--- config.mk ---
export PLATFORM = sky130hd
export DESIGN_NAME = keyed_sexpr_scanner
export DESIGN_NICKNAME = d
export VERILOG_FILES = /design/src/hw/rtl/kss_pkg.sv /design/src/hw/rtl/keyed_sexpr_scanner.sv /design/src/hw/rtl/kss_cfg.sv /design/src/hw/rtl/kss_core.sv
export VERILOG_INCLUDE_DIRS = /design/src /design/src/hw/rtl
export SDC_FILE = /design/constraint.sdc
export NUM_CORES = 1
export LEC_CHECK = 0
export ABC_AREA = 0
export BUFFER_PORTS_ARGS = -buffer_cell sky130_fd_sc_hd__buf_2
export CAP_MARGIN = 30
export CORE_MARGIN = 5
export CORE_UTILIZATION = 30
export CTS_CLUSTER_SIZE = 16
export DETAILED_ROUTE_END_ITERATION = 7
export GPL_TIMING_DRIVEN = 0
export PLACE_DENSITY_LB_ADDON = 0.05
export SYNTH_ARGS = -nofsm -noshare
export SYNTH_HDL_FRONTEND = slang
export SYNTH_SLANG_ARGS = --single-unit
--- constraint.sdc ---
create_clock -name clk_i -period 6.7 [get_ports clk_i]
set_input_delay 0.335 -clock clk_i [delete_from_list [all_inputs] [get_ports clk_i]]
set_output_delay 0.335 -clock clk_i [all_outputs]
set_load 0.01 [all_outputs]
--- src/hw/rtl/keyed_sexpr_scanner_macros.svh ---
// ----------------------------------------------------------------------------
// keyed sexpr scanner assertion macros
// shared property forms used by the scanner rtl
// ----------------------------------------------------------------------------
`ifndef KEYED_SEXPR_SCANNER_MACROS_SVH
`define KEYED_SEXPR_SCANNER_MACROS_SVH

// same-cycle implication, clocked on clk_i, off during reset
`define KSS_ASSERT_IMPL(lbl, ante, cons, msg) \
  lbl: assert property (@(posedge clk_i) disable iff (!rst_ni) (ante) |-> (cons)) \
    else $error(msg);

// next-cycle implication, clocked on clk_i, off during reset
`define KSS_ASSERT_NEXT(lbl, ante, cons, msg) \
  lbl: assert property (@(posedge clk_i) disable iff (!rst_ni) (ante) |=> (cons)) \
    else $error(msg);

`endif

--- src/hw/rtl/kss_pkg.sv ---
// ----------------------------------------------------------------------------
// kss_pkg
// types, codes and constants shared by the keyed sexpr scanner modules
// ----------------------------------------------------------------------------
package kss_pkg;

  localparam int MAX_KEY_LEN_DEF = 16;
  localparam int OFFSET_BITS_DEF = 32;
  localparam int DEPTH_BITS_DEF  = 16;

  localparam int OFS_OUT_W = 32;
  localparam int KEY_LEN_W = 5;
  localparam int CFG_W     = 64;
  localparam int CFG_IDX_W = 2;

  localparam logic [KEY_LEN_W-1:0] KEY_LEN_RST = 5'd6;

  localparam logic [7:0] CH_TAB    = 8'h09;
  localparam logic [7:0] CH_LF     = 8'h0A;
  localparam logic [7:0] CH_CR     = 8'h0D;
  localparam logic [7:0] CH_SPACE  = 8'h20;
  localparam logic [7:0] CH_QUOTE  = 8'h22;
  localparam logic [7:0] CH_LPAREN = 8'h28;
  localparam logic [7:0] CH_RPAREN = 8'h29;
  localparam logic [7:0] CH_SEMI   = 8'h3B;
  localparam logic [7:0] CH_BSLASH = 8'h5C;
  localparam logic [7:0] CH_NEL    = 8'h85;
  localparam logic [7:0] CH_NBSP   = 8'hA0;

  typedef enum logic [CFG_IDX_W-1:0] {
    CFG_KEY_LEN  = 2'd0,
    CFG_KEY_LOW  = 2'd1,
    CFG_KEY_HIGH = 2'd2
  } cfg_idx_e;

  typedef enum logic [1:0] {
    KIND_DONE  = 2'd0,
    KIND_EMPTY = 2'd1,
    KIND_OPEN  = 2'd2
  } kind_e;

  typedef enum logic [1:0] {
    MODE_SEARCH = 2'd0,
    MODE_KEY    = 2'd1,
    MODE_EXPR   = 2'd2
  } mode_e;

  typedef struct packed {
    kind_e                kind;
    logic [OFS_OUT_W-1:0] start_offset;
    logic [OFS_OUT_W-1:0] end_offset;
    logic                 stream_end;
  } result_t;

endpackage

--- src/hw/rtl/keyed_sexpr_scanner.sv ---
// ----------------------------------------------------------------------------
// keyed_sexpr_scanner
// finds keyed s-expressions in a byte stream and reports their byte offsets
// ----------------------------------------------------------------------------
// One byte is taken per clock cycle, back to back, as long as the result side
// keeps up. A byte lands in the input register, is scanned by the core against
// the string, comment, key and depth state, and any result it causes is
// registered in the output register. The output register lets a new byte enter
// while a finished result still waits to be taken. The user must write the key
// registers only while no byte is in flight; the block itself does not enforce
// this.
module keyed_sexpr_scanner #(
  parameter int MAX_KEY_LEN = kss_pkg::MAX_KEY_LEN_DEF,
  parameter int OFFSET_BITS = kss_pkg::OFFSET_BITS_DEF,
  parameter int DEPTH_BITS  = kss_pkg::DEPTH_BITS_DEF
) (
  input  logic                          clk_i,
  input  logic                          rst_ni,
  input  logic                          cfg_we_i,
  input  logic [kss_pkg::CFG_IDX_W-1:0] cfg_idx_i,
  input  logic [kss_pkg::CFG_W-1:0]     cfg_wdata_i,
  input  logic                          in_valid_i,
  output logic                          in_stall_o,
  input  logic [7:0]                    char_code_i,
  input  logic                          stream_last_i,
  output logic                          out_valid_o,
  input  logic                          out_stall_i,
  output logic [1:0]                    kind_o,
  output logic [kss_pkg::OFS_OUT_W-1:0] start_offset_o,
  output logic [kss_pkg::OFS_OUT_W-1:0] end_offset_o,
  output logic                          stream_end_o
);

  localparam int KIDX_W = $clog2(MAX_KEY_LEN + 1);

  logic                        in_vld_q;
  logic [7:0]                  in_char_q;
  logic                        in_last_q;
  logic                        adv;
  logic [KIDX_W-1:0]           klen;
  logic [MAX_KEY_LEN-1:0][7:0] key;
  logic                        core_vld;
  kss_pkg::result_t            core_res;
  logic                        res_vld_q;
  kss_pkg::result_t            res_q;

  assign adv        = in_vld_q && (!res_vld_q || !out_stall_i);
  assign in_stall_o = in_vld_q && !adv;

  always_ff @(posedge clk_i or negedge rst_ni) begin
    if (!rst_ni) begin
      in_vld_q <= 1'b0;
    end else if (!in_stall_o) begin
      in_vld_q <= in_valid_i;
    end
  end

  always_ff @(posedge clk_i) begin
    if (in_valid_i && !in_stall_o) begin
      in_char_q <= char_code_i;
      in_last_q <= stream_last_i;
    end
  end

  kss_cfg #(
    .MAX_KEY_LEN (MAX_KEY_LEN)
  ) u_cfg (
    .clk_i       (clk_i),
    .rst_ni      (rst_ni),
    .cfg_we_i    (cfg_we_i),
    .cfg_idx_i   (cfg_idx_i),
    .cfg_wdata_i (cfg_wdata_i),
    .klen_o      (klen),
    .key_o       (key)
  );

  kss_core #(
    .MAX_KEY_LEN (MAX_KEY_LEN),
    .OFFSET_BITS (OFFSET_BITS),
    .DEPTH_BITS  (DEPTH_BITS)
  ) u_core (
    .clk_i     (clk_i),
    .rst_ni    (rst_ni),
    .adv_i     (adv),
    .char_i    (in_char_q),
    .last_i    (in_last_q),
    .klen_i    (klen),
    .key_i     (key),
    .res_vld_o (core_vld),
    .res_o     (core_res)
  );

  always_ff @(posedge clk_i or negedge rst_ni) begin
    if (!rst_ni) begin
      res_vld_q <= 1'b0;
    end else if (adv) begin
      res_vld_q <= core_vld;
    end else if (!out_stall_i) begin
      res_vld_q <= 1'b0;
    end
  end

  always_ff @(posedge clk_i) begin
    if (adv && core_vld) begin
      res_q <= core_res;
    end
  end

  assign out_valid_o    = res_vld_q;
  assign kind_o         = res_q.kind;
  assign start_offset_o = res_q.start_offset;
  assign end_offset_o   = res_q.end_offset;
  assign stream_end_o   = res_q.stream_end;

endmodule

--- src/hw/rtl/kss_cfg.sv ---
// ----------------------------------------------------------------------------
// kss_cfg
// key length and key character registers, with length clamp and byte split
// ----------------------------------------------------------------------------
module kss_cfg #(
  parameter int MAX_KEY_LEN = kss_pkg::MAX_KEY_LEN_DEF,
  localparam int KIDX_W     = $clog2(MAX_KEY_LEN + 1)
) (
  input  logic                          clk_i,
  input  logic                          rst_ni,
  input  logic                          cfg_we_i,
  input  logic [kss_pkg::CFG_IDX_W-1:0] cfg_idx_i,
  input  logic [kss_pkg::CFG_W-1:0]     cfg_wdata_i,
  output logic [KIDX_W-1:0]             klen_o,
  output logic [MAX_KEY_LEN-1:0][7:0]   key_o
);

  logic [kss_pkg::KEY_LEN_W-1:0] key_len_q;
  logic [kss_pkg::CFG_W-1:0]     key_lo_q;
  logic [kss_pkg::CFG_W-1:0]     key_hi_q;
  logic [2*kss_pkg::CFG_W-1:0]   key_all;

  always_ff @(posedge clk_i or negedge rst_ni) begin
    if (!rst_ni) begin
      key_len_q <= kss_pkg::KEY_LEN_RST;
      key_lo_q  <= '0;
      key_hi_q  <= '0;
    end else if (cfg_we_i) begin
      unique case (kss_pkg::cfg_idx_e'(cfg_idx_i))
        kss_pkg::CFG_KEY_LEN:  key_len_q <= cfg_wdata_i[kss_pkg::KEY_LEN_W-1:0];
        kss_pkg::CFG_KEY_LOW:  key_lo_q  <= cfg_wdata_i;
        kss_pkg::CFG_KEY_HIGH: key_hi_q  <= cfg_wdata_i;
        default: ;
      endcase
    end
  end

  assign key_all = {key_hi_q, key_lo_q};

  // lengths above the supported maximum act as the maximum
  assign klen_o = (key_len_q > kss_pkg::KEY_LEN_W'(MAX_KEY_LEN))
                ? KIDX_W'(MAX_KEY_LEN) : key_len_q[KIDX_W-1:0];

  for (genvar i = 0; i < MAX_KEY_LEN; i++) begin : g_key
    assign key_o[i] = key_all[8*i +: 8];
  end

endmodule

--- src/hw/rtl/kss_core.sv ---
// ----------------------------------------------------------------------------
// kss_core
// per-byte scan state: string and comment tracking, key match, depth count
// ----------------------------------------------------------------------------
module kss_core #(
  parameter int MAX_KEY_LEN = kss_pkg::MAX_KEY_LEN_DEF,
  parameter int OFFSET_BITS = kss_pkg::OFFSET_BITS_DEF,
  parameter int DEPTH_BITS  = kss_pkg::DEPTH_BITS_DEF,
  localparam int KIDX_W     = $clog2(MAX_KEY_LEN + 1)
) (
  input  logic                        clk_i,
  input  logic                        rst_ni,
  input  logic                        adv_i,
  input  logic [7:0]                  char_i,
  input  logic                        last_i,
  input  logic [KIDX_W-1:0]           klen_i,
  input  logic [MAX_KEY_LEN-1:0][7:0] key_i,
  output logic                        res_vld_o,
  output kss_pkg::result_t            res_o
);

`include "keyed_sexpr_scanner_macros.svh"

  localparam int KSEL_W = (MAX_KEY_LEN > 1) ? $clog2(MAX_KEY_LEN) : 1;
  localparam int OUT_W  = kss_pkg::OFS_OUT_W;
  localparam logic [DEPTH_BITS-1:0]  DEPTH_MAX = {DEPTH_BITS{1'b1}};
  localparam logic [OFFSET_BITS-1:0] POS_MAX   = {OFFSET_BITS{1'b1}};

  kss_pkg::mode_e          mode_q, mode_d;
  logic                    quote_q, quote_d;
  logic                    esc_q, esc_d;
  logic                    cmt_q, cmt_d;
  logic [KIDX_W-1:0]       kidx_q, kidx_d;
  logic [DEPTH_BITS-1:0]   depth_q, depth_d;
  logic [OFFSET_BITS-1:0]  pos_q, pos_d;
  logic [OFFSET_BITS-1:0]  open_q, open_d;

  logic                    code;
  logic                    is_bnd;
  logic [DEPTH_BITS-1:0]   depth_app;
  logic                    retry;
  logic                    done;
  logic                    open_flag;

  // string and comment tracker
  always_comb begin
    code    = 1'b0;
    quote_d = quote_q;
    esc_d   = esc_q;
    cmt_d   = cmt_q;
    priority if (cmt_q) begin
      if (char_i == kss_pkg::CH_LF || char_i == kss_pkg::CH_CR) cmt_d = 1'b0;
    end else if (quote_q) begin
      priority if (esc_q) esc_d = 1'b0;
      else if (char_i == kss_pkg::CH_BSLASH) esc_d = 1'b1;
      else if (char_i == kss_pkg::CH_QUOTE) quote_d = 1'b0;
      else ;
    end else if (char_i == kss_pkg::CH_SEMI) begin
      cmt_d = 1'b1;
    end else if (char_i == kss_pkg::CH_QUOTE) begin
      quote_d = 1'b1;
    end else begin
      code = 1'b1;
    end
  end

  assign is_bnd = (char_i >= kss_pkg::CH_TAB && char_i <= kss_pkg::CH_CR)
               || char_i == kss_pkg::CH_SPACE  || char_i == kss_pkg::CH_NEL
               || char_i == kss_pkg::CH_NBSP   || char_i == kss_pkg::CH_LPAREN
               || char_i == kss_pkg::CH_RPAREN || char_i == kss_pkg::CH_QUOTE
               || char_i == kss_pkg::CH_SEMI;

  // saturating depth update for code bytes
  always_comb begin
    depth_app = depth_q;
    if (code && char_i == kss_pkg::CH_LPAREN && depth_q != DEPTH_MAX) begin
      depth_app = depth_q + 1'b1;
    end else if (code && char_i == kss_pkg::CH_RPAREN && depth_q != '0) begin
      depth_app = depth_q - 1'b1;
    end
  end

  // next state
  always_comb begin
    mode_d = mode_q;
    kidx_d = kidx_q;
    depth_d = depth_q;
    open_d = open_q;
    retry  = 1'b0;
    done   = 1'b0;
    unique case (mode_q)
      kss_pkg::MODE_KEY: begin
        if (kidx_q < klen_i) begin
          if (char_i == key_i[kidx_q[KSEL_W-1:0]]) begin
            kidx_d  = kidx_q + 1'b1;
            depth_d = depth_app;
            if (depth_app == '0) mode_d = kss_pkg::MODE_SEARCH;
          end else begin
            mode_d = kss_pkg::MODE_SEARCH;
            retry  = 1'b1;
          end
        end else if (is_bnd) begin
          depth_d = depth_app;
          if (depth_app == '0) begin
            done   = 1'b1;
            mode_d = kss_pkg::MODE_SEARCH;
          end else begin
            mode_d = kss_pkg::MODE_EXPR;
          end
        end else begin
          mode_d = kss_pkg::MODE_SEARCH;
          retry  = 1'b1;
        end
      end
      kss_pkg::MODE_EXPR: begin
        depth_d = depth_app;
        if (depth_app == '0) begin
          done   = 1'b1;
          mode_d = kss_pkg::MODE_SEARCH;
        end
      end
      default: begin
        mode_d = kss_pkg::MODE_SEARCH;
        retry  = 1'b1;
      end
    endcase
    // failing byte may open a new candidate
    if (retry && code && char_i == kss_pkg::CH_LPAREN) begin
      mode_d  = kss_pkg::MODE_KEY;
      kidx_d  = '0;
      depth_d = DEPTH_BITS'(1);
      open_d  = pos_q;
    end
  end

  assign pos_d = (pos_q != POS_MAX) ? pos_q + 1'b1 : pos_q;

  // result
  always_comb begin
    open_flag = (mode_d == kss_pkg::MODE_EXPR)
             || (mode_d == kss_pkg::MODE_KEY && kidx_d >= klen_i);
    res_vld_o = done || last_i;
    res_o.stream_end = last_i;
    res_o.end_offset = OUT_W'(pos_q);
    if (done) begin
      res_o.kind         = kss_pkg::KIND_DONE;
      res_o.start_offset = OUT_W'(open_d);
    end else if (open_flag) begin
      res_o.kind         = kss_pkg::KIND_OPEN;
      res_o.start_offset = OUT_W'(open_d);
    end else begin
      res_o.kind         = kss_pkg::KIND_EMPTY;
      res_o.start_offset = '0;
    end
  end

  // last byte of a stream clears everything for the next one
  always_ff @(posedge clk_i or negedge rst_ni) begin
    if (!rst_ni) begin
      mode_q  <= kss_pkg::MODE_SEARCH;
      quote_q <= 1'b0;
      esc_q   <= 1'b0;
      cmt_q   <= 1'b0;
      kidx_q  <= '0;
      depth_q <= '0;
      pos_q   <= '0;
      open_q  <= '0;
    end else if (adv_i) begin
      if (last_i) begin
        mode_q  <= kss_pkg::MODE_SEARCH;
        quote_q <= 1'b0;
        esc_q   <= 1'b0;
        cmt_q   <= 1'b0;
        kidx_q  <= '0;
        depth_q <= '0;
        pos_q   <= '0;
        open_q  <= '0;
      end else begin
        mode_q  <= mode_d;
        quote_q <= quote_d;
        esc_q   <= esc_d;
        cmt_q   <= cmt_d;
        kidx_q  <= kidx_d;
        depth_q <= depth_d;
        pos_q   <= pos_d;
        open_q  <= open_d;
      end
    end
  end

  `KSS_ASSERT_IMPL(a_open_has_depth,
    mode_q == kss_pkg::MODE_KEY || mode_q == kss_pkg::MODE_EXPR, depth_q != '0,
    "open candidate with zero depth")
  `KSS_ASSERT_NEXT(a_last_clears, adv_i && last_i,
    mode_q == kss_pkg::MODE_SEARCH && pos_q == '0 && depth_q == '0,
    "stream state not cleared after last byte")
  `KSS_ASSERT_NEXT(a_pos_step, adv_i && !last_i,
    pos_q == $past(pos_q) + 1'b1 || $past(pos_q) == POS_MAX,
    "position did not advance by one")
  `KSS_ASSERT_IMPL(a_end_kind_on_last, res_vld_o && res_o.kind != kss_pkg::KIND_DONE,
    last_i, "end-of-stream result on a byte that is not last")

endmodule
### Word level (Yosys, flattened, before mapping)

Index checks and enable logic that the tools add are counted.

* reductions and logical operators: 40
* equal/unequal tests: 23
* add/subtract/negate cells: 4
* $lt $le $gt $ge: 6
* muxes and demuxes: 61

Operator list (number)
* $mux W32: 5
* $mux W16: 7
* $eq A8 B6 Y1 const B: 5
* $mux W34: 1
* $add A32 B1 Y32 const B: 1
* $bmux W8 S4: 1
* $ne A32 B32 Y1 const B: 1
* $pmux W16 S2: 1
* $mux W5: 6
* $mux W1: 29
* $add A16 B1 Y16 const B: 1
* $eq A8 B4 Y1 const B: 2
* $eq A8 B8 Y1 const B: 2
* $logic_not A16 Y1: 1
* $ne A16 B16 Y1 const B: 1
* $reduce_bool A16 Y1: 1
* $sub A16 B1 Y16 const B: 1
* $mux W2: 7
* $logic_and A1 B1 Y1: 12
* $logic_or A1 B1 Y1: 11
* $reduce_and A2 Y1: 5
* $eq A8 B7 Y1 const B: 1
* $eq A8 B8 Y1: 1
* $ge A8 B4 Y1 const B: 1
* other kinds (21): 30

* register bits after elaboration: 301
* output and inout port bits: 69
* logic and storage cells: 153
* input port bits: 80

### Depth between registers and ports, before layout

* word-level depth: 20
* gate-level depth with buffers: 24
* mapped depth without buffers: 19

### Cells and area by module

From an unflattened synthesis, not the netlist that was laid out.

* cell total of the unflattened synthesis: 1205
* area, all modules: 15501.1 µm²

Modules (own cells, without submodules)
* kss_core: sequential area each 2252.2 µm², area an instance 7634.8 µm², times used 1, cells an instance 830
* kss_cfg: sequential area each 3330.7 µm², area an instance 5485.3 µm², times used 1, cells an instance 288
* keyed_sexpr_scanner: sequential area each 2332.2 µm², area an instance 2381.0 µm², times used 1, cells an instance 87

### Least setup slack after synthesis

No wires, ideal clock.

* kind: register -> register
* from: register in_char_q[7]
* to: register res_q, in the netlist end_offset_o[0] (enable)
* setup time: 0.492 ns
* arrival time: 5.766 ns
* buffers on the path: 2
* period minus slack after synthesis: 6.258 ns
* stages on the path, launching flop included: 12
* required time: 6.208 ns
* path slack: 0.442 ns
* cells stage by stage: edfxtp_1 > buf_6 > or4b_4 > buf_6 > or4_4 > a2111oi_4 > o21ai_2 > a211oi_2 > nand4_2 > nor4_4 > nor2_1 > nor2_1

* cells in the longest elaborated chain, start to end: 16
* elaborated cells on any way between the ends: 34
* classes of those cells: order compare: 2; eq/ne: 7; mux: 10; reduce/logical: 15

Ends and longest elaborated chain
* from (decl): RTL line keyed_sexpr_scanner.sv:37 `logic [7:0] in_char_q;`
* from (signal assigned): RTL line keyed_sexpr_scanner.sv:60 `in_char_q <= char_code_i;`
* $eq A8 B6 Y1: RTL line kss_core.sv:60, kss_core.sv:70
* $mux W1: RTL line kss_core.sv:60 `end else if (char_i == kss_pkg::CH_QUOTE) begin`
* $mux W1: RTL line kss_core.sv:58 `end else if (char_i == kss_pkg::CH_SEMI) begin`
* $mux W1: RTL line kss_core.sv:53 `end else if (quote_q) begin`
* $mux W1: RTL line kss_core.sv:51 `priority if (cmt_q) begin`
* $logic_and A1 B1 Y1 (2 in series): RTL line kss_core.sv:78 `end else if (code && char_i == kss_pkg::CH_RPAREN && depth_q != '0) begin`
* $mux W16: RTL line kss_core.sv:78
* $mux W16: RTL line kss_core.sv:76 `if (code && char_i == kss_pkg::CH_LPAREN && depth_q != DEPTH_MAX) begin`
* $logic_not A16 Y1: RTL line kss_core.sv:104, kss_core.sv:117
* $mux W1: RTL line kss_core.sv:104, kss_core.sv:117
* $mux W1: RTL line kss_core.sv:102 `end else if (is_bnd) begin`
* $mux W1: RTL line kss_core.sv:93 `if (kidx_q < klen_i) begin`
* $pmux W1 S2 *: RTL line kss_core.sv:91 `unique case (mode_q)`
* $logic_or A1 B1 Y1 *: RTL line kss_core.sv:142 `res_vld_o = done || last_i;`
* $logic_and A1 B1 Y1 *: RTL line keyed_sexpr_scanner.sv:104 `if (adv && core_vld) begin`
* to (signal assigned): RTL line keyed_sexpr_scanner.sv:105 `res_q <= core_res;`
* to (decl): RTL line keyed_sexpr_scanner.sv:45 `kss_pkg::result_t res_q;`

Every way passes the cells marked *; elsewhere a longest branch is shown, timed or not.
A chain may end at the register's enable or synchronous reset.

==> impl_results.rst <==
.. list-table::
   :header-rows: 1

   * - Metric
     - Value
   * - Total of max-cap violations
     - 0
   * - Syn nets
     - 1353
   * - Max frequency
     - 159 MHz
   * - Height of the die
     - roughly 240 um
   * - Summed negative setup slack over all endpoints
     - 0 ps
   * - Highest-delay cell along the critical path
     - sky130_fd_sc_hd__buf_1
   * - Count of warnings emitted by yosys
     - 0
   * - X dimension of the die
     - around 240 um
   * - Total DRC errors in the routed layout
     - 0
   * - Synthesized cell area
     - 15200 sq um
   * - CTS-repair resized insts
     - 0
   * - Core outline area
     - about 50000 sq um
   * - Sequential Power Share
     - 44.5%
   * - Area share of the leading cell type in the synthesized netlist
     - 36.7%
   * - Top sig layer
     - met5
   * - Overall power of the completed layout
     - 0.00496 W
   * - Relative slew slack
     - 31.1%
   * - I/O Pins
     - about 150
   * - Critical path, cell by cell
     - buf_1 -> inv_1 -> mux2i_1 -> xor2_1 -> and3_1 -> o2111ai_1 -> nor3_2 -> or3_1 -> clkbuf_1 -> buf_2 -> nand2_1 -> ha_1 -> nand2b_1 -> a21oi_1 -> nor2b_1 -> o21ai_0 -> nand2b_1 -> a21oi_1 -> a211o_1 -> buf_2 -> clkbuf_4 -> a21oi_2
   * - Static leakage power
     - 7.24 nW
   * - Result of the run
     - completed
   * - WL/cell
     - roughly 21 um
   * - Initial core utilization
     - just over 30%
   * - Kind of start point of the critical path
     - register
   * - Clock network latency to the later pin of the worst-skew pair
     - 560 ps
   * - Most numerous cell in the Yosys netlist
     - sky130_fd_sc_hd__dfrtp_1
   * - Total area of multi-input combinational cells
     - 6780 sq um
   * - Final net count
     - 1575
   * - Overflow left after global routing
     - 0
   * - CP Max Fanout
     - 10
   * - Fill cells
     - 4986
   * - Reg clk slew, reported paths
     - 60 ps
   * - Final count of negative-setup-slack endpoints
     - 0
   * - Pre-antenna DRT Iters
     - 5
   * - Number of global-route vias before repair
     - 11400
   * - Number of hold-slack violations in the final timing report
     - 0
   * - Post-CTS repair timing setup buffer count
     - 0
   * - Ratio of cells with drive above 1 in the final layout
     - 30.5%
   * - Count of final max-slew check failures
     - 0
   * - Proportion of synthesized chip area in sequential cells
     - 52.0%
   * - Initial antenna violation count
     - 1
   * - Worst hold slack
     - 39.0 ps
   * - Cell count after synthesis
     - 1257
   * - Arrival time worst endpoint
     - 6550 ps
   * - Minimum clock period after layout
     - ~6300 ps
   * - Number of antenna-violating nets in the routed design
     - 0
   * - Number of rows in the core area
     - just over 80
   * - Drt initial violations
     - 679
   * - All-Layer GR Usage
     - 16.4%
   * - Number of unique standard cell types used by synthesis
     - 86
   * - Average cell area after synthesis
     - 12.1 sq um
   * - Nature of the critical path endpoint
     - register
   * - Pin count of the biggest net entering global routing
     - 95
   * - DR vias/cell
     - 5.02
   * - CTS buffer count
     - 39
   * - Leading register cell type out of synthesis
     - sky130_fd_sc_hd__dfrtp_1
   * - Setup CP Type
     - register to register
   * - Combinational share of power
     - 13.5%
   * - Transition time of the tightest slew-check pin
     - 1020 ps
   * - DR WL met3
     - 1920 um
   * - Number of synthesized register bits
     - 301
   * - PD cells
     - 269 nW/um^2
   * - Quantity of hold-fixing buffers added after cts
     - 24
   * - Clk sink count
     - 301
   * - Total number of vias
     - 10900
   * - CTS tree
     - built
   * - Die area
     - 55300 sq um
   * - Layout overhead on the synthesized area
     - 21.5%
   * - Largest area contributor in the synthesized netlist
     - sky130_fd_sc_hd__dfrtp_1
   * - Worst path top cell family by delay
     - buffers and inverters
   * - Power share of the clock group
     - 42.0%
   * - Met2 Routed Length
     - 22500 um
   * - Worst clock skew
     - 24.3 ps
   * - RSZ-0062 raised after global routing
     - no
   * - Cell at the root of the clock tree
     - sky130_fd_sc_hd__clkbuf_16
   * - H-tree levels
     - 2
   * - Largest voltage drop on the vdd net
     - ~160 uV
   * - Most used standard cells in the synthesized netlist
     - sky130_fd_sc_hd__dfrtp_1, sky130_fd_sc_hd__mux2_2, sky130_fd_sc_hd__edfxtp_1, sky130_fd_sc_hd__nand2_1, sky130_fd_sc_hd__mux2i_1
   * - NetSw
     - about 0.0013 W
   * - Internal Power
     - approximately 0.0037 W
   * - Min-Delay Path Class
     - primary input to register
   * - Critical path required time
     - roughly 7000 ps
   * - Number of enable-type register cells in the synthesized netlist
     - 76
   * - Detailed-routing wirelength on met1
     - 20500 um
   * - WL final
     - 45800 um
   * - Largest cells by area after synthesis
     - sky130_fd_sc_hd__dfrtp_1, sky130_fd_sc_hd__edfxtp_1, sky130_fd_sc_hd__mux2_2
   * - Critical path buffers and inverters
     - 6
   * - Sequential cell area
     - 7920 sq um
   * - Worst path max stage delay
     - 640 ps
   * - Half-perimeter wire length after detailed placement
     - 32800 um
   * - Fraction of the cycle the final worst path needs
     - 93.6%
   * - Ant. Diodes
     - 0
   * - Switching power share of the total
     - between 20% and 30%
   * - Bufs on Longest Clock Path
     - 3
   * - Port Buffers
     - approximately 150
   * - Weighted congestion reported at the end of routability-driven placement
     - 0.837
   * - Fraction of registers with async set/reset
     - 74.8%
   * - First-pass GRT wire length
     - 71600 um
## per-layer routing
metal  vias up  GRT usage, %
met4         2          3.34
li1       5160             -
met3        55          3.14
met2       212          27.9
met1      5513          22.0
met5         -             0
## registers in the layout, indices dropped and copies added (netlist names), 2 cells and up
| register | count |
|---|---|
| in_char_q | 8 |
| start_offset_o | 32 |
| u_core.pos_q | 32 |
| u_core.depth_q | 16 |
| kind_o | 2 |
| u_core.mode_q | 2 |
| u_cfg.key_len_q | 5 |
| u_cfg.key_lo_q | 64 |
| end_offset_o | 32 |
| u_core.open_q | 32 |
| u_cfg.key_hi_q | 64 |
| u_core.kidx_q | 5 |
## metrics by stage
stage | instance area, sq um | cells | setup WS, ps | utilization, %
3_3_place_gp | 16800 | 2077 | -1960 | 33.5
2_1_floorplan | 15200 | 1257 | 442 | -
5_1_grt | 18500 | 2181 | 86.5 | 36.8
6_report | 18500 | 2181 | 427 | 36.8
4_1_cts | 18500 | 2181 | 393 | 36.8
3_5_place_dp | 17000 | 2086 | 411 | 33.8
## area by class of cell
type / count / area share (%)
timing repair buffer: 181 / 6.19
clock buffer: 54 / 5.92
clock inverter: 17 / 0.962
tap: 672 / 4.55
multi-input combinational: 846 / 36.7
buffer: 92 / 2.43
inverter: 18 / 0.366
sequential: 301 / 42.9
## worst register-to-register path: stages, from the launching register on
cell	delay, ps
sky130_fd_sc_hd__dfrtp_1	550
sky130_fd_sc_hd__buf_1	640
sky130_fd_sc_hd__inv_1	330
sky130_fd_sc_hd__mux2i_1	580
sky130_fd_sc_hd__xor2_1	190
sky130_fd_sc_hd__and3_1	160
sky130_fd_sc_hd__o2111ai_1	230
sky130_fd_sc_hd__nor3_2	350
sky130_fd_sc_hd__or3_1	170
sky130_fd_sc_hd__clkbuf_1	450
sky130_fd_sc_hd__buf_2	390
sky130_fd_sc_hd__nand2_1	120
sky130_fd_sc_hd__ha_1	280
sky130_fd_sc_hd__nand2b_1	140
sky130_fd_sc_hd__a21oi_1	150
sky130_fd_sc_hd__nor2b_1	60
sky130_fd_sc_hd__o21ai_0	170
sky130_fd_sc_hd__nand2b_1	80
sky130_fd_sc_hd__a21oi_1	190
sky130_fd_sc_hd__a211o_1	120
sky130_fd_sc_hd__buf_2	260
sky130_fd_sc_hd__clkbuf_4	310
sky130_fd_sc_hd__a21oi_2	80
## cell families (layout without fill, tap and decap cells)
kind of cell / after synthesis / after routing / share of synthesized area, %
flip-flops: 301 / 301 / 52.0
buffers and inverters: 110 / 362 / 3.39
XOR/XNOR: 45 / 45 / 2.59
AND/OR/NAND/NOR: 334 / 334 / 12.0
multiplexers: 220 / 220 / 17.6
adder cells (fa/ha/maj): 16 / 16 / 1.32
AO/OA/AOI/OAI: 231 / 231 / 11.0
## power by group through the flow
| stage | registers, W | clock network, W | logic [W] |
|---|---|---|---|
| 2_1_floorplan | 0.00221 | 0 | 0.000433 |
| 3_3_place_gp | 0.00224 | 0 | 0.000651 |
| 3_5_place_dp | 0.00224 | 0 | 0.000670 |
| 4_1_cts | 0.00221 | 0.00215 | 0.000683 |
| 5_1_grt | 0.00223 | 0.00223 | 0.000746 |
| 6_report | 0.00221 | 0.00208 | 0.000669 |
## worst paths after layout
check,startpoint,endpoint,slack [ps],cells after the start
hold reg to reg,u_core.pos_q[3],end_offset_o[3],450,0
setup reg to reg,u_core.kidx_q[3],start_offset_o[26],430,22
setup / recovery,u_core.kidx_q[3],start_offset_o[26],430,22
max in group asynchronous,rst_ni,u_core.kidx_q[0],5490,3
hold / removal,cfg_wdata_i[12],u_cfg.key_lo_q[12],40,2
min in group asynchronous,rst_ni,u_cfg.key_hi_q[6],320,2
## placed cells by master (no fill, tap or decap), drive strengths merged, types with 4 or more instances in the layout
master	n
or4	8
nand4	22
nand3	33
a21oi	58
dlygate4sd3	24
mux4	25
and2	7
and3	17
edfxtp	76
a21o	10
nor4	18
nor2	61
nand2b	7
a22o	12
ha	16
o31ai	4
nand2	76
inv	18
a31o	4
or3	17
and4	8
buf	188
o21ai	63
xnor2	14
nor3	23
clkbuf	115
nor2b	10
mux2i	62
nor3b	5
xor2	31
clkinv	11
o211ai	5
nor4b	6
a211oi	6
a22oi	38
nand3b	4
mux2	133
dfrtp	223
(Power assumes the default switching activity.)
